$ cat src/rtl/isc_pkg.sv
// ----------------------------------------------------------------------------
// isc_pkg
// Shared types, character codes and keyword table for the include scanner.
// ----------------------------------------------------------------------------
package isc_pkg;

  localparam logic [7:0] ChNewline = 8'h0A;
  localparam logic [7:0] ChTab     = 8'h09;
  localparam logic [7:0] ChCr      = 8'h0D;
  localparam logic [7:0] ChSpace   = 8'h20;
  localparam logic [7:0] ChHash    = 8'h23;
  localparam logic [7:0] ChQuote   = 8'h22;
  localparam logic [7:0] ChStar    = 8'h2A;
  localparam logic [7:0] ChSlash   = 8'h2F;
  localparam logic [7:0] ChLess    = 8'h3C;
  localparam logic [7:0] ChGreater = 8'h3E;
  localparam logic [7:0] ChUnder   = 8'h5F;

  // length of the keyword "include"
  localparam logic [2:0] KwLen = 3'd7;

  // result queue depth
  localparam int unsigned QDepth = 4;
  localparam int unsigned QPtrW  = $clog2(QDepth);
  localparam int unsigned QCntW  = $clog2(QDepth + 1);

  typedef struct packed {
    logic [7:0] name_byte;
    logic       angle_form;
    logic       name_end;
    logic       name_closed;
    logic       run_last;
  } isc_item_t;

  // results of one scanned byte: up to two items
  typedef struct packed {
    logic [1:0] cnt;
    isc_item_t  item0;
    isc_item_t  item1;
  } isc_push_t;

  function automatic logic [7:0] kw_char(input logic [2:0] idx);
    logic [7:0] ch;
    unique case (idx)
      3'd0:    ch = 8'h69; // i
      3'd1:    ch = 8'h6E; // n
      3'd2:    ch = 8'h63; // c
      3'd3:    ch = 8'h6C; // l
      3'd4:    ch = 8'h75; // u
      3'd5:    ch = 8'h64; // d
      3'd6:    ch = 8'h65; // e
      default: ch = 8'h00;
    endcase
    return ch;
  endfunction

  function automatic logic is_ident(input logic [7:0] c);
    return (c >= 8'h30 && c <= 8'h39) || (c >= 8'h61 && c <= 8'h7A) ||
           (c >= 8'h41 && c <= 8'h5A) || (c == ChUnder);
  endfunction

endpackage

$ cat src/rtl/isc_if.sv
// ----------------------------------------------------------------------------
// isc interfaces
// Valid/ready channels for source bytes and for name result items.
// ----------------------------------------------------------------------------
interface isc_in_if;
  logic       valid;
  logic       ready;
  logic [7:0] text_byte;
  logic       stream_last;

  modport source (output valid, text_byte, stream_last, input ready);
  modport sink   (input valid, text_byte, stream_last, output ready);
endinterface

interface isc_out_if;
  logic       valid;
  logic       ready;
  logic [7:0] name_byte;
  logic       angle_form;
  logic       name_end;
  logic       name_closed;
  logic       run_last;

  modport source (output valid, name_byte, angle_form, name_end, name_closed,
                  run_last, input ready);
  modport sink   (input valid, name_byte, angle_form, name_end, name_closed,
                  run_last, output ready);
endinterface

$ cat src/rtl/include_directive_scanner.sv
// ----------------------------------------------------------------------------
// include_directive_scanner
// Finds include directives in a byte stream and emits the quoted file names.
// ----------------------------------------------------------------------------
//  port    | dir | request
//  text_i  | in  | one source byte, stream_last on the final byte of a file
//  res_o   | out | one name byte, or an end marker with name_closed
//
//  A byte is taken every cycle while the queue has room for two results.
//  A byte passes the input register, then the queue, before its first result.
//  The output port gives one result per cycle while res_o.ready is high, so
//  bytes that cause two results (a cut-off name) hand them out in turn.
//  Reset clears the lexer state to line start, normal scanning, empty queue.
//  A stall on res_o backs up the four-entry queue; once three or more
//  results wait while a byte is held, text_i.ready drops.
// ----------------------------------------------------------------------------
module include_directive_scanner import isc_pkg::*; (
  input  logic   clk_i,
  input  logic   rst_ni,
  isc_in_if.sink   text_i,
  isc_out_if.source res_o
);

  logic       in_vld_q;
  logic [7:0] in_byte_q;
  logic       in_last_q;
  logic       room, step;
  isc_push_t  push;
  isc_item_t  item;

  assign step         = in_vld_q && room;
  assign text_i.ready = !in_vld_q || room;

  always_ff @(posedge clk_i or negedge rst_ni) begin
    if (!rst_ni) begin
      in_vld_q <= 1'b0;
    end else if (text_i.valid && text_i.ready) begin
      in_vld_q <= 1'b1;
    end else if (step) begin
      in_vld_q <= 1'b0;
    end
  end

  always_ff @(posedge clk_i) begin
    if (text_i.valid && text_i.ready) begin
      in_byte_q <= text_i.text_byte;
      in_last_q <= text_i.stream_last;
    end
  end

  isc_scan u_scan (
    .clk_i  (clk_i),
    .rst_ni (rst_ni),
    .step_i (step),
    .byte_i (in_byte_q),
    .last_i (in_last_q),
    .push_o (push)
  );

  isc_queue u_queue (
    .clk_i   (clk_i),
    .rst_ni  (rst_ni),
    .push_i  (push),
    .pop_i   (res_o.ready),
    .room_o  (room),
    .valid_o (res_o.valid),
    .item_o  (item)
  );

  assign res_o.name_byte   = item.name_byte;
  assign res_o.angle_form  = item.angle_form;
  assign res_o.name_end    = item.name_end;
  assign res_o.name_closed = item.name_closed;
  assign res_o.run_last    = item.run_last;

endmodule

$ cat src/rtl/isc_scan.sv
// ----------------------------------------------------------------------------
// isc_scan
// Lexer state for one byte per step; produces up to two name items per byte.
// ----------------------------------------------------------------------------
module isc_scan import isc_pkg::*; (
  input  logic       clk_i,
  input  logic       rst_ni,
  input  logic       step_i,
  input  logic [7:0] byte_i,
  input  logic       last_i,
  output isc_push_t  push_o
);

  typedef enum logic [2:0] {
    ModeNormal  = 3'd0,
    ModeSlash   = 3'd1,
    ModeBlock   = 3'd2,
    ModeLine    = 3'd3,
    ModeKeyword = 3'd4,
    ModeBefore  = 3'd5,
    ModeName    = 3'd6
  } mode_e;

  mode_e      mode_q, mode_d;
  logic       ls_q, ls_d;
  logic       star_q, star_d;
  logic [2:0] match_q, match_d;
  logic       fail_q, fail_d;
  logic       angle_q, angle_d;

  logic       norm, open_chk, emit, is_sp, close_hit;
  isc_item_t  byte_item, end_item;

  always_comb begin
    mode_d    = mode_q;
    ls_d      = ls_q;
    star_d    = star_q;
    match_d   = match_q;
    fail_d    = fail_q;
    angle_d   = angle_q;
    norm      = 1'b0;
    open_chk  = 1'b0;
    emit      = 1'b0;
    is_sp     = (byte_i == ChSpace) || (byte_i == ChTab);
    close_hit = (byte_i == (angle_q ? ChGreater : ChQuote));
    byte_item = '{name_byte: byte_i, angle_form: angle_q, name_end: 1'b0,
                  name_closed: 1'b0, run_last: 1'b0};
    end_item  = '{name_byte: 8'h00, angle_form: angle_q, name_end: 1'b1,
                  name_closed: 1'b1, run_last: 1'b0};

    unique case (mode_q)
      ModeSlash: begin
        if (byte_i == ChStar) begin
          mode_d = ModeBlock;
          star_d = 1'b0;
        end else if (byte_i == ChSlash) begin
          mode_d = ModeLine;
        end else begin
          ls_d = 1'b0;
          norm = 1'b1;
        end
      end
      ModeBlock: begin
        if (star_q && byte_i == ChSlash) begin
          mode_d = ModeNormal;
          star_d = 1'b0;
        end else begin
          star_d = (byte_i == ChStar);
        end
      end
      ModeLine: begin
        if (byte_i == ChNewline) begin
          mode_d = ModeNormal;
          ls_d   = 1'b1;
        end
      end
      ModeKeyword: begin
        priority if (is_sp && match_q == 3'd0 && !fail_q) begin
          // leading blanks after the hash
        end else if (is_ident(byte_i)) begin
          if (!fail_q && match_q < KwLen && byte_i == kw_char(match_q)) begin
            match_d = match_q + 3'd1;
          end else begin
            fail_d = 1'b1;
          end
        end else if (!fail_q && match_q == KwLen) begin
          open_chk = 1'b1;
        end else begin
          ls_d = 1'b0;
          norm = 1'b1;
        end
      end
      ModeBefore: begin
        open_chk = 1'b1;
      end
      ModeName: begin
        if (close_hit) begin
          mode_d = ModeNormal;
          ls_d   = 1'b0;
          byte_item = end_item;
        end
        emit = 1'b1;
      end
      default: begin
        norm = 1'b1;
      end
    endcase

    if (open_chk) begin
      mode_d = ModeBefore;
      priority if (is_sp) begin
        // still waiting for the opener
      end else if (byte_i == ChLess) begin
        mode_d  = ModeName;
        angle_d = 1'b1;
      end else if (byte_i == ChQuote) begin
        mode_d  = ModeName;
        angle_d = 1'b0;
      end else begin
        ls_d = 1'b0;
        norm = 1'b1;
      end
    end

    if (norm) begin
      mode_d = ModeNormal;
      priority if (byte_i == ChNewline) begin
        ls_d = 1'b1;
      end else if (is_sp || byte_i == ChCr) begin
        // blanks keep the line-start mark
      end else if (byte_i == ChHash) begin
        if (ls_d) begin
          mode_d  = ModeKeyword;
          match_d = 3'd0;
          fail_d  = 1'b0;
        end
      end else if (byte_i == ChSlash) begin
        mode_d = ModeSlash;
      end else begin
        ls_d = 1'b0;
      end
    end

    // cut-off name at end of stream
    end_item.angle_form  = angle_d;
    end_item.name_closed = 1'b0;
    end_item.run_last    = 1'b1;
    push_o.item1 = end_item;
    if (last_i && mode_d == ModeName) begin
      if (emit) begin
        push_o.cnt   = 2'd2;
        push_o.item0 = byte_item;
      end else begin
        push_o.cnt   = 2'd1;
        push_o.item0 = end_item;
      end
    end else begin
      push_o.cnt          = emit ? 2'd1 : 2'd0;
      push_o.item0        = byte_item;
      push_o.item0.run_last = 1'b1;
    end
    if (!step_i) begin
      push_o.cnt = 2'd0;
    end

    if (last_i) begin
      mode_d  = ModeNormal;
      ls_d    = 1'b1;
      star_d  = 1'b0;
      match_d = 3'd0;
      fail_d  = 1'b0;
      angle_d = 1'b0;
    end
  end

  always_ff @(posedge clk_i or negedge rst_ni) begin
    if (!rst_ni) begin
      mode_q  <= ModeNormal;
      ls_q    <= 1'b1;
      star_q  <= 1'b0;
      match_q <= 3'd0;
      fail_q  <= 1'b0;
      angle_q <= 1'b0;
    end else if (step_i) begin
      mode_q  <= mode_d;
      ls_q    <= ls_d;
      star_q  <= star_d;
      match_q <= match_d;
      fail_q  <= fail_d;
      angle_q <= angle_d;
    end
  end

endmodule

$ cat src/rtl/isc_queue.sv
// ----------------------------------------------------------------------------
// isc_queue
// Small result queue: takes up to two items per cycle, gives one per cycle while popped.
// ----------------------------------------------------------------------------
module isc_queue import isc_pkg::*; (
  input  logic      clk_i,
  input  logic      rst_ni,
  input  isc_push_t push_i,
  input  logic      pop_i,
  output logic      room_o,
  output logic      valid_o,
  output isc_item_t item_o
);

  isc_item_t              mem_q [QDepth];
  logic [QPtrW-1:0]       wr_q, rd_q;
  logic [QCntW-1:0]       cnt_q;
  logic [QPtrW-1:0]       wr_next;

  assign wr_next = wr_q + QPtrW'(1);
  assign valid_o = (cnt_q != '0);
  assign item_o  = mem_q[rd_q];
  // room for a full pair of results
  assign room_o  = (cnt_q <= QCntW'(QDepth - 2));

  always_ff @(posedge clk_i) begin
    if (push_i.cnt != 2'd0) begin
      mem_q[wr_q] <= push_i.item0;
    end
    if (push_i.cnt == 2'd2) begin
      mem_q[wr_next] <= push_i.item1;
    end
  end

  always_ff @(posedge clk_i or negedge rst_ni) begin
    if (!rst_ni) begin
      wr_q  <= '0;
      rd_q  <= '0;
      cnt_q <= '0;
    end else begin
      wr_q  <= wr_q + QPtrW'(push_i.cnt);
      if (pop_i && valid_o) begin
        rd_q <= rd_q + QPtrW'(1);
      end
      cnt_q <= cnt_q + QCntW'(push_i.cnt) - QCntW'(pop_i && valid_o);
    end
  end

endmodule

$ cat src/flat_wrapper.sv
// flat-port wrapper written by rule: the top's interface ports become plain ports
module include_directive_scanner_flat import isc_pkg::*;
  (clk_i, rst_ni, text_i_valid, text_i_text_byte, text_i_stream_last, text_i_ready, res_o_valid, res_o_name_byte, res_o_angle_form, res_o_name_end, res_o_name_closed, res_o_run_last, res_o_ready);
  isc_in_if text_i_i ();
  isc_out_if res_o_i ();
  input  logic clk_i;
  input  logic rst_ni;
  input wire logic [$bits(text_i_i.valid)-1:0] text_i_valid;
  input wire logic [$bits(text_i_i.text_byte)-1:0] text_i_text_byte;
  input wire logic [$bits(text_i_i.stream_last)-1:0] text_i_stream_last;
  output wire logic [$bits(text_i_i.ready)-1:0] text_i_ready;
  output wire logic [$bits(res_o_i.valid)-1:0] res_o_valid;
  output wire logic [$bits(res_o_i.name_byte)-1:0] res_o_name_byte;
  output wire logic [$bits(res_o_i.angle_form)-1:0] res_o_angle_form;
  output wire logic [$bits(res_o_i.name_end)-1:0] res_o_name_end;
  output wire logic [$bits(res_o_i.name_closed)-1:0] res_o_name_closed;
  output wire logic [$bits(res_o_i.run_last)-1:0] res_o_run_last;
  input wire logic [$bits(res_o_i.ready)-1:0] res_o_ready;
  assign text_i_i.valid = text_i_valid;
  assign text_i_i.text_byte = text_i_text_byte;
  assign text_i_i.stream_last = text_i_stream_last;
  assign text_i_ready = text_i_i.ready;
  assign res_o_valid = res_o_i.valid;
  assign res_o_name_byte = res_o_i.name_byte;
  assign res_o_angle_form = res_o_i.angle_form;
  assign res_o_name_end = res_o_i.name_end;
  assign res_o_name_closed = res_o_i.name_closed;
  assign res_o_run_last = res_o_i.run_last;
  assign res_o_i.ready = res_o_ready;
  include_directive_scanner u_core (.clk_i(clk_i), .rst_ni(rst_ni), .text_i(text_i_i), .res_o(res_o_i));
endmodule
$ cat config.mk
export PLATFORM = sky130hd
export DESIGN_NAME = include_directive_scanner_flat
export DESIGN_NICKNAME = d
export VERILOG_FILES = /design/src/rtl/isc_pkg.sv /design/src/rtl/isc_if.sv /design/src/rtl/include_directive_scanner.sv /design/src/rtl/isc_scan.sv /design/src/rtl/isc_queue.sv /design/src/flat_wrapper.sv
export SDC_FILE = /design/constraint.sdc
export NUM_CORES = 1
export LEC_CHECK = 0
export BUFFER_PORTS_ARGS = -buffer_cell sky130_fd_sc_hd__buf_2
export CAP_MARGIN = 15
export CORE_MARGIN = 2
export CORE_UTILIZATION = 55
export DETAILED_ROUTE_END_ITERATION = 8
export GPL_ROUTABILITY_DRIVEN = 0
export PLACE_DENSITY = 0.78
export SYNTH_ARGS = -nofsm -noshare
export SYNTH_HDL_FRONTEND = slang
export SYNTH_SLANG_ARGS = --single-unit
$ cat constraint.sdc
create_clock -name clk_i -period 4.7 [get_ports clk_i]
set_clock_uncertainty 0.15 [all_clocks]
set_input_delay 0.235 -clock clk_i [delete_from_list [all_inputs] [get_ports clk_i]]
set_output_delay 0.235 -clock clk_i [all_outputs]
set_load 0.02 [all_outputs]
# Word-level counts from Yosys, hierarchy flattened
# Memories as Yosys holds them, arrays and structs flattened.
# Cells that the tools add are included.
[classes]
addsub = 6
n_reduce_logical = 28
magnitude_cmp = 8
mux = 96
eq_ne = 28
[ops]
columns = ["operator", "count"]
rows = [
  ["$mux W3", 22],
  ["$mux W1", 56],
  ["$pmux W7 S7", 1],
  ["$eq A8 B6 Y1 const B", 6],
  ["$mux W14", 2],
  ["$eq A3 B3 Y1 const B", 8],
  ["$eq A8 B4 Y1 const B", 3],
  ["$mux W12", 2],
  ["$mux W8", 3],
  ["$ge A8 B7 Y1 const B", 2],
  ["$le A8 B7 Y1 const B", 2],
  ["$logic_and A1 B1 Y1", 13],
  ["$eq A3 B2 Y1 const B", 4],
  ["$pmux W3 S4", 1],
  ["$eq A8 B6 Y1", 1],
  ["$eq A8 B7 Y1 const B", 1],
  ["$eq A8 B8 Y1", 1],
  ["$ge A8 B6 Y1 const B", 1],
  ["$le A8 B6 Y1 const B", 1],
  ["$mux W2", 4],
  ["$eq A3 B1 Y1 const B", 2],
  ["$logic_or A1 B1 Y1", 6],
  ["$reduce_bool A3 Y1", 2],
  ["$mux W5", 1],
  ["other kinds (17)", 21],
]
[totals]
register_bits = 27
ram_bits = 48
output_inout_bits = 14
memories = 1
elab_cells = 179
[mem_list]
columns = ["name", "depth", "width", "read_ports", "rd_ports_with_merged_regs", "write_ports", "line_no", "rtl"]
rows = [
  ["u_core.u_queue.mem_q", 4, 12, 1, 0, 2, "isc_queue.sv:15", "isc_item_t mem_q [QDepth];"],
]

# Depth between registers and ports, before layout
# Gate-level depths: netlist (run 1).
[depth]
depth_word = 24
mapped_depth = 16
depth_no_buf = 16

# Cells and area by module
# From an unflattened synthesis (run 1), not the netlist that was laid out.
[unflattened]
hier_cells = 372
hier_area_um2 = 4777.1
[by_module_without_submodules]
columns = ["module", "instances", "area_per_inst_um2", "cells_each"]
rows = [
  ["isc_queue", 1, 2911.5, 156],
  ["isc_scan", 1, 1535.2, 202],
  ["include_directive_scanner", 1, 330.3, 14],
]

# Least setup slack after synthesis (run 1)
# Ideal clock, no wire load.
[synth_timing]
kind = "flip-flop to flip-flop"
from = "register u_core.in_byte_q[0]"
to = "memory u_core.u_queue.mem_q[1][3] in the netlist's numbering, data pin"
setup_slack_ps = 783
arrival_time_ps = 3507
n_path_buf = 3
stages_incl_launch_ff = 16
synth_period_minus_slack_ps = 3917
cell_sequence = "edfxtp_1 buf_2 buf_2 nor4b_1 o21ai_1 and3_1 o21a_1 a211oi_1 nor2b_1 and4_1 ha_1 o21ai_1 or2_2 clkbuf_1 nor2_1 a221o_1"
[synth_lines]
columns = ["element", "line_no", "rtl"]
rows = [
  ["start: declaration", "include_directive_scanner.sv:25", "logic [7:0] in_byte_q;"],
  ["start signal: assignment", "include_directive_scanner.sv:46", "in_byte_q <= text_i.text_byte;"],
  ["end: declaration", "isc_queue.sv:15", ""],
]

# Worst setup path in the final report (run 1)
[layout_timing]
from = "register u_core.in_byte_q[6]"
to = "register u_core.u_queue.cnt_q[2]"
[layout_between]
elab_chain_len = 23
[layout_lines]
columns = ["element", "line_no", "rtl"]
rows = [
  ["$ge A8 B6 Y1, or another cell as far along", "isc_pkg.sv:58", "return (c >= 8'h30 && c <= 8'h39) || (c >= 8'h61 && c <= 8'h7A) ||"],
  ["$logic_and A1 B1 Y1", "isc_pkg.sv:58", ""],
  ["$logic_or A1 B1 Y1 (2 in a row)", "isc_pkg.sv:58", ""],
  ["$logic_or A1 B1 Y1", "isc_pkg.sv:59", "(c >= 8'h41 && c <= 8'h5A) || (c == ChUnder);"],
  ["$mux W1", "isc_scan.sv:80", "end else if (is_ident(byte_i)) begin"],
  ["$mux W1", "isc_scan.sv:78", "priority if (is_sp && match_q == 3'd0 && !fail_q) begin"],
  ["$pmux W1 S4", "isc_scan.sv:51", "unique case (mode_q)"],
  ["$mux W1", "isc_scan.sv:116", "end else if (byte_i == ChQuote) begin"],
  ["[6 not listed]", "--", ""],
  ["$mux W3", "isc_scan.sv:127", "priority if (byte_i == ChNewline) begin"],
  ["$mux W3 *", "isc_scan.sv:125", "if (norm) begin"],
  ["$eq A3 B3 Y1 *", "isc_scan.sv:149", "if (last_i && mode_d == ModeName) begin"],
  ["$logic_and A1 B1 Y1 *", "isc_scan.sv:149", ""],
  ["$mux W14 *", "isc_scan.sv:149", ""],
  ["$mux W2 *", "isc_scan.sv:162", "if (!step_i) begin"],
  ["$add A3 B2 Y3 *", "isc_queue.sv:45", "cnt_q <= cnt_q + QCntW'(push_i.cnt) - QCntW'(pop_i && valid_o);"],
  ["$sub A3 B1 Y3 *", "isc_queue.sv:45", ""],
  ["end signal: assignment", "isc_queue.sv:45", ""],
  ["end: declaration", "isc_queue.sv:17", "logic [QCntW-1:0] cnt_q;"],
]
# Mark *: on every way between the ends. The rest lies on a longest branch, timed or not.
# A chain may end at the register's enable or synchronous reset.

==> flow_metrics.tcl, run 1 <==
set metrics [dict create \
    slew_headroom_pct 42.8 \
    async_reset_ff_share_pct 24.0 \
    port_buffers 26 \
    cap_viol_max_count 0 \
    wl_per_cell_um 18.0 \
    cts.sinks 75 \
    cp-startpoint "u_core.in_byte_q[6]$_DFFE_PP_" \
    synth_area_per_cell_um2 9.72 \
    cts_buffer_depth 2 \
    netlist.area_leader.share_pct 21.4 \
    outcome "completed" \
    rsz0062_at_grt "no" \
    ys_warn_count 0 \
    cts-htree-levels 3 \
    synth_nets 447 \
    p_per_area_nw_per_um2 370 \
    synth_commonest_cells "46 x nand2_1, 44 x dfxtp_1, 36 x nor2_1, 25 x a22o_1, 19 x inv_1" \
    finalCritPeriodShare_pct 93.5 \
    seq_area_frac_synth_pct 41.8 \
    cts_tree "built" \
    clk_latency_ps 350 \
    viasPerCell 6.29 \
    worst_setup_path_end_kind "register" \
    core.rowCount 31 \
    die_h_um 90.6 \
    place_hpwl_um 7010 \
    drt_first_pass_iters 6 \
    drc_errors 0 \
    clock-root-buffer "clkbuf_8" \
    fmax_ghz 0.228 \
    synth_edf_count 13 \
    synthesis.area_um2 4120 \
    hold_path.class "in -> reg" \
    critPathMaxFanout 9 \
    reg2reg_from "u_core.in_byte_q[6]$_DFFE_PP_" \
    setup_tns_ps 0 \
    core_area_um2 7250 \
    start_kind "register" \
    overflow 0 \
    grt_pass1_wl_um 16700 \
    vias 3517 \
    grt_usage_pct 25.4 \
    crit_type "reg -> reg" \
    yosysTopAreaCell "dfxtp_1" \
    post_synth_inst_count 424 \
    synthTopCellsByArea "dfxtp_1 21%, dfrtp_1 10%, edfxtp_1 9.5%" \
    grt_max_degree 23 \
    worstMarginPinSlew_ps 858 \
    ant_nets 0 \
    required_ps 4790 \
    finalSetupViolCount 0 \
    syn_to_final_growth_pct 12.0 \
    nets 478 \
    cts_buffers 9 \
    fp.dieW_um 90.6 \
    drive_gt1_share_pct 18.5 \
    arrival_ps 4480 \
    drtIter0Drc 354 \
    dieArea_um2 8200 \
    worstHoldStart "res_o_ready" \
    yosysMostFrequentCell "nand2_1" \
    synth-seq-cells 75 \
    p_leak_nw 1.84 \
    ios 27 \
    final_util_pct 63.7 \
    antenna_found_initial 0 \
    fin_crit_ps 4390 \
    ys.flop_type "dfxtp_1" \
    finalHoldViolations 0 \
    ir_worst_vdd_v 0.000269 \
    drv_slew 0 \
    grt_pass1_vias 3432 \
    ys_types 72 \
    wl_um 10100 \
    clkSlewWorstSetupHoldPaths_ps 80 \
    n_antenna_cell 0 \
    start_util_pct 56.8 \
]
[cell usage in the layout (no fill, tap or decap), types with 3 or more instances in the layout]
| cell | n |
|---|---|
| nor2b_1 | 5 |
| nor2_2 | 6 |
| buf_2 | 26 |
| dfrtp_1 | 17 |
| and2b_1 | 3 |
| and3_1 | 4 |
| nand2_1 | 46 |
| mux4_2 | 12 |
| nor4_1 | 6 |
| o21a_1 | 4 |
| dlygate4sd3_1 | 11 |
| or3_1 | 4 |
| a31oi_1 | 6 |
| dfxtp_1 | 44 |
| nor2_1 | 34 |
| edfxtp_1 | 13 |
| nand3_1 | 4 |
| xor2_1 | 3 |
| o211ai_1 | 7 |
| xnor2_1 | 8 |
| clkbuf_8 | 9 |
| or2_2 | 4 |
| nor3_1 | 7 |
| a21oi_1 | 10 |
| o22a_1 | 3 |
| buf_4 | 11 |
| nand2b_1 | 4 |
| inv_1 | 19 |
| a22o_1 | 25 |
| a221o_1 | 4 |
| nand3b_1 | 3 |
| ha_1 | 9 |
| and2_1 | 7 |
| nand4_1 | 5 |
| o22ai_1 | 11 |
| o21ai_0 | 17 |
[metrics by stage]
| stage | total power [W] | area [um^2] | std cells | hold WS (ps) | worst slack, ps |
|---|---|---|---|---|---|
| 5_1_grt | 0.00180 | 4620 | 559 | 105 | 22.0 |
| 2_1_floorplan | 0.00114 | 4120 | 424 | -211 | 783 |
| 4_1_cts | 0.00170 | 4590 | 556 | 83.4 | 296 |
| 3_5_place_dp | 0.00121 | 4280 | 529 | 58.5 | 321 |
| 6_report | 0.00171 | 4620 | 559 | 88.0 | 306 |
| 3_3_place_gp | 0.00120 | 4280 | 529 | 50.7 | 413 |
[cell type report]
cell class	count	area, um^2
multi-input combinational	301	2180
timing repair buffer	49	330
sequential	75	1720
clock inverter	5	42.5
fill	595	2630
inverter	19	71.3
clock buffer	11	153
tap	99	124
[registers in the layout, indices dropped and copies added (netlist names)]
name                   cells
u_core.u_queue.mem_q      48
u_core.in_last_q           1
u_core.u_scan.match_q      3
u_core.u_scan.star_q       1
u_core.in_vld_q            1
u_core.u_queue.cnt_q       3
u_core.u_scan.mode_q       3
u_core.u_scan.fail_q       1
u_core.u_queue.rd_q        2
u_core.u_queue.wr_q        2
u_core.u_scan.ls_q         1
u_core.in_byte_q           8
u_core.u_scan.angle_q      1
[kinds of logic (layout without fill, tap and decap cells)]
family / after synthesis / in the layout / share of synthesized area (%)
XOR/XNOR: 11 / 11 / 2.34
flip-flops: 75 / 75 / 41.8
adder cells (fa/ha/maj): 10 / 10 / 3.22
buffers and inverters: 48 / 84 / 5.71
AO/OA/AOI/OAI: 108 / 108 / 19.4
multiplexers: 12 / 12 / 6.56
AND/OR/NAND/NOR: 160 / 160 / 21.0
[critical path: stages (launching register included)]
cell and delay [ps]:
edfxtp_1 620, inv_1 260, a222oi_1 420, o21ai_0 290, o21a_1 180, a211oi_1 360, nor2b_1 230, and4_1 210
ha_1 200, nand2_1 240, ha_1 400, fa_1 440, xor2_1 160, xnor2_1 120
[worst paths after layout]
kind                                                             to  slack (ps)  depth (start not counted)
max in group asynchronous            u_core.u_scan.ls_q$_DFFE_PN1P_        3850                          2
max                               u_core.u_queue.cnt_q[2]$_DFF_PN0_         310                         13
min                              u_core.u_queue.rd_q[0]$_DFFE_PN0P_          90                          3
min reg2reg                u_core.u_queue.mem_q[1][10]$_SDFFE_PP0P_         310                          2
max reg2reg                       u_core.u_queue.cnt_q[2]$_DFF_PN0_         310                         13
min in group asynchronous          u_core.u_scan.fail_q$_DFFE_PN0P_         210                          2
[layer usage]
metal  share of wire [%]  up-vias  track usage (%)
met5                   0        -                0
met2                  47      189             40.5
met4                 3.1        0             11.3
li1                    -     1634                -
met3                 8.1       28             5.43
met1                  42     1666             33.2
[what timing repair did]
action | 4_1_cts | 5_1_grt
hold buffers | 11 | 0
buffers inserted | 0 | 3
gates resized for setup | 0 | 3
endpoints found under the hold margin | 27 | 0
endpoints found under the setup margin | 0 | 19
[where the power goes]
part | internal, W | total, W | switching, W
clock | 0.000230 | 0.000481 | 0.000252
sequential | 0.000714 | 0.000851 | 0.000137
combinational | 0.000175 | 0.000378 | 0.000203
(Power assumes the default switching activity.)
==> run 2: changes to the inputs <==
- RECOVER_POWER: default -> 25
==> flow_metrics.tcl, run 2 (synthesis results as in run 1) <==
set metrics [dict create \
    outcome "completed" \
    drive_gt1_share_pct 18.3 \
    fp.dieW_um 90.6 \
    overflow 0 \
    rsz0062_at_grt "no" \
    ant_nets 0 \
    arrival_ps 4470 \
    biggestRegsByFlops "u_core.u_queue.mem_q: 48 flops, u_core.in_byte_q: 8 flops" \
    drt_first_pass_iters 5 \
    cts_buffers 9 \
    cts_buffer_depth 2 \
    finalHoldViolations 0 \
    critPathMaxFanout 9 \
    grt_usage_pct 25.4 \
    fillers 596 \
    regMostFlops "u_core.u_queue.mem_q" \
    ir_worst_vdd_v 0.000270 \
    worst_setup_path_end_kind "register" \
    grt_pass1_vias 3432 \
    fin_crit_ps 4380 \
    place_hpwl_um 7010 \
    multi_input_area_um2 2180 \
    path_common_cell "ha_1" \
    worstPathCellList "inv_1, a222oi_1, o21ai_0, o21a_1, a211oi_1, nor2b_1, and4_1, ha_1, nand2_1, ha_1, fa_1, xor2_1, xnor2_1" \
    drv_slew 0 \
    finalSetupViolCount 0 \
    wl_per_cell_um 18.0 \
    core.rowCount 31 \
    vias 3538 \
    core_area_um2 7250 \
    cts.sinks 75 \
    placed_area_um2 4280 \
    n_antenna_cell 0 \
    critical-path-top-delay-family "compound AO/OA/AOI/OAI gates" \
    cap_viol_max_count 0 \
    worst-path-buf-inv 1 \
    critPathSlowestCell "edfxtp_1" \
    start_util_pct 56.8 \
    layout_common_cells "46 x nand2_1, 44 x dfxtp_1, 34 x nor2_1" \
    cp_slowest_stage_delay_ps 610 \
    crit_type "reg -> reg" \
    clock-root-buffer "clkbuf_8" \
    syn_to_final_growth_pct 12.0 \
    dieArea_um2 8200 \
    slew_headroom_pct 29.8 \
    clkSlewWorstSetupHoldPaths_ps 80 \
    largest_reg_flops 48 \
    start_kind "register" \
    drc_errors 0 \
    design_area_um2 4620 \
    final_util_pct 63.7 \
    port_buffers 26 \
    nets 478 \
    hold_slack_ps 88.7 \
    wl_um 10100 \
    drtIter0Drc 332 \
    worstMarginPinSlew_ps 1050 \
    clk_latency_ps 350 \
    p_per_area_nw_per_um2 371 \
    finalCritPeriodShare_pct 93.2 \
    die_h_um 90.6 \
    cts_tree "built" \
    grt_pass1_wl_um 16700 \
    grt_max_degree 23 \
    required_ps 4790 \
    layout_commonest_cell "nand2_1" \
    antenna_found_initial 0 \
    finalPower_w 0.00171 \
    ios 27 \
    hold_path.class "in -> reg" \
    fmax_ghz 0.228 \
    cts-htree-levels 3 \
    seq_area_um2 1720 \
    setup_tns_ps 0 \
    viasPerCell 6.33 \
    p_leak_nw 1.83 \
]
-- run 2: layout make-up --
| cell class | count | area share (%) |
|---|---|---|
| multi-input combinational | 301 | 47.1 |
| sequential | 75 | 37.3 |
| timing repair buffer | 49 | 7.13 |
| clock buffer | 11 | 3.31 |
| tap | 99 | 2.68 |
| inverter | 19 | 1.54 |
| clock inverter | 5 | 0.921 |
-- run 2: report_power, final --
| group | switching [W] | leakage (nW) | internal, W |
|---|---|---|---|
| Sequential | 0.000136 | 0.699 | 0.000714 |
| Combinational | 0.000205 | 1.04 | 0.000175 |
| Clock | 0.000253 | 0.0957 | 0.000230 |
| Total | 0.000594 | 1.83 | 0.00112 |
-- run 2: final timing paths --
check / from / end / slack (ps) / cells past startpoint
min in group asynchronous: rst_ni / u_core.u_scan.match_q[0]$_DFFE_PN0P_ / 440 / 2
worst min register to register: u_core.u_queue.mem_q[1][10]$_SDFFE_PP0P_ / u_core.u_queue.mem_q[1][10]$_SDFFE_PP0P_ / 310 / 2
worst max register to register: u_core.in_byte_q[6]$_DFFE_PP_ / u_core.u_queue.cnt_q[2]$_DFF_PN0_ / 320 / 13
max in group asynchronous: rst_ni / u_core.u_queue.cnt_q[1]$_DFF_PN0_ / 3330 / 2
worst min-delay path: res_o_ready / u_core.u_queue.rd_q[0]$_DFFE_PN0P_ / 90 / 3
worst max-delay path: u_core.in_byte_q[6]$_DFFE_PP_ / u_core.u_queue.cnt_q[2]$_DFF_PN0_ / 320 / 13
-- run 2: stage by stage --
step	instances	setup slack, ps
finish	559	318
global route	559	22.0
CTS	556	296
detailed placement	529	321
global placement	529	413
floorplan	424	783
-- run 2: routing by layer --
metal,global-route usage [%],part of all wire (%),vias up
met5,0,0,-
met4,11.3,3.4,0
met3,5.43,7.1,35
met2,40.5,46,176
met1,33.2,43,1687
li1,-,-,1640
-- run 2: tightest hold or removal path, cell delays in order --
cell	delay, ps
buf_2	70
and2_1	160
xor2_1	80
-- run 2: what timing repair did --
| action | CTS | global route |
|---|---|---|
| gates resized for setup | 0 | 3 |
| setup buffers | 0 | 3 |
| endpoints found under the hold margin | 27 | 0 |
| endpoints found under the setup margin | 0 | 19 |
| hold buffers | 11 | 0 |
==> run 3: changes to the inputs <==
- CORE_UTILIZATION: 55 -> 60
- HOLD_SLACK_MARGIN: default -> 0.1
- PLACE_DENSITY: 0.78 -> 0.84
==> flow_metrics.tcl, run 3 (synthesis results as in run 1) <==
set metrics [dict create \
    outcome "completed" \
    overflow 0 \
    arrival_ps 4300 \
    regMostFlops "u_core.u_queue.mem_q" \
    grt_usage_pct 27.9 \
    p_per_area_nw_per_um2 382 \
    fmax_ghz 0.231 \
    clock-root-buffer "clkbuf_8" \
    design_area_um2 4720 \
    cts_buffers 9 \
    core.rowCount 30 \
    grt_pass1_vias 3352 \
    finalCritPeriodShare_pct 92.3 \
    ir_worst_vdd_v 0.000342 \
    clk_latency_ps 360 \
    grt_max_degree 22 \
    cts_buffer_depth 2 \
    required_ps 4660 \
    fp.dieW_um 86.9 \
    n_antenna_cell 0 \
    critPathMaxFanout 9 \
    dieArea_um2 7550 \
    finalSetupViolCount 0 \
    ios 27 \
    fin_crit_ps 4340 \
    wl_um 10400 \
    finalHoldViolations 0 \
    rsz0062_at_grt "no" \
    drive_gt1_share_pct 19.8 \
    drv_slew 0 \
    syn_to_final_growth_pct 14.4 \
    drt_first_pass_iters 5 \
    drc_errors 0 \
    drtIter0Drc 292 \
    layout_commonest_cell "nand2_1" \
    biggestRegsByFlops "u_core.u_queue.mem_q: 48 flops, u_core.in_byte_q: 8 flops" \
    ant_nets 0 \
    hold_path.class "reg -> reg" \
    layout_common_cells "46 x nand2_1, 44 x dfxtp_1, 36 x nor2_1" \
    cts-htree-levels 3 \
    nets 493 \
    port_buffers 26 \
    start_util_pct 61.4 \
    p_leak_nw 1.91 \
    setup_tns_ps 0 \
    place_hpwl_um 7280 \
    largest_reg_flops 48 \
    cts.sinks 75 \
    wl_per_cell_um 18.7 \
    slew_headroom_pct 31.5 \
    cap_viol_max_count 0 \
    grt_pass1_wl_um 16300 \
    core_area_um2 6720 \
    finalPower_w 0.00180 \
    clkSlewWorstSetupHoldPaths_ps 80 \
    antenna_found_initial 0 \
    crit_type "reg -> reg" \
    vias 3556 \
    cts_tree "built" \
    die_h_um 86.9 \
    placed_area_um2 4290 \
    start_kind "register" \
    final_util_pct 70.2 \
    worst_setup_path_end_kind "register" \
    viasPerCell 6.41 \
    worstMarginPinSlew_ps 1030 \
]
[run 3: routing by layer]
metal	routed length [um]	share of wire [%]	up-vias	global-route usage (%)
li1	-	-	1667	-
met1	4220	41	1680	34.0
met2	5130	50	174	48.3
met3	728	7.0	35	6.73
met4	273	2.6	0	9.80
met5	0	0	-	0
[run 3: final cells by class]
type / count / area, um^2
clock buffer: 10 / 128
tap: 80 / 100
timing repair buffer: 64 / 444
sequential: 75 / 1720
inverter: 19 / 71.3
multi-input combinational: 301 / 2160
fill: 496 / 2000
clock inverter: 6 / 86.3
[run 3: path summary, 6_finish.rpt]
| check | end | slack, ps | start | depth (start not counted) |
|---|---|---|---|---|
| worst max-delay path | u_core.u_queue.mem_q[0][3]$_DFFE_PP_ | 360 | u_core.in_byte_q[0]$_DFFE_PP_ | 13 |
| worst min-delay path | u_core.u_queue.mem_q[3][1]$_SDFFE_PP0P_ | 320 | u_core.u_queue.mem_q[3][1]$_SDFFE_PP0P_ | 2 |
| worst max register to register | u_core.u_queue.mem_q[0][3]$_DFFE_PP_ | 360 | u_core.in_byte_q[0]$_DFFE_PP_ | 13 |
| worst min register to register | u_core.u_queue.mem_q[3][1]$_SDFFE_PP0P_ | 320 | u_core.u_queue.mem_q[3][1]$_SDFFE_PP0P_ | 2 |
| max in group asynchronous | u_core.in_vld_q$_DFFE_PN0P_ | 3310 | rst_ni | 2 |
| min in group asynchronous | u_core.u_scan.angle_q$_DFFE_PN0P_ | 470 | rst_ni | 2 |
[run 3: per-stage QoR]
step	hold WS [ps]	instances	setup WS, ps
finish	319	555	362
global route	332	555	14.6
CTS	238	542	359
detailed placement	51.2	514	407
global placement	34.7	514	578
floorplan	-211	424	783
[run 3: where the power goes]
part | internal, W | total (W) | switching [W]
logic | 0.000201 | 0.000445 | 0.000244
registers | 0.000713 | 0.000816 | 0.000103
clock network | 0.000300 | 0.000543 | 0.000243
[run 3: what timing repair did]
item / CTS / global route
setup buffers: 0 / 13
hold endpoints to repair: 29 / 0
endpoints found under the setup margin: 0 / 5
hold buffers: 12 / 0
resized for setup: 0 / 0
[run 3: critical path: stages (launching register included)]
cell      delay [ps]
edfxtp_1         550
buf_4            230
nand2_1           60
a222oi_1         400
o21ai_0          310
o21a_1           190
a211oi_1         380
nor2b_1          210
and4_1           210
ha_1             310
o21ai_1          410
or3_1            350
nor2_1            70
a221o_1          270
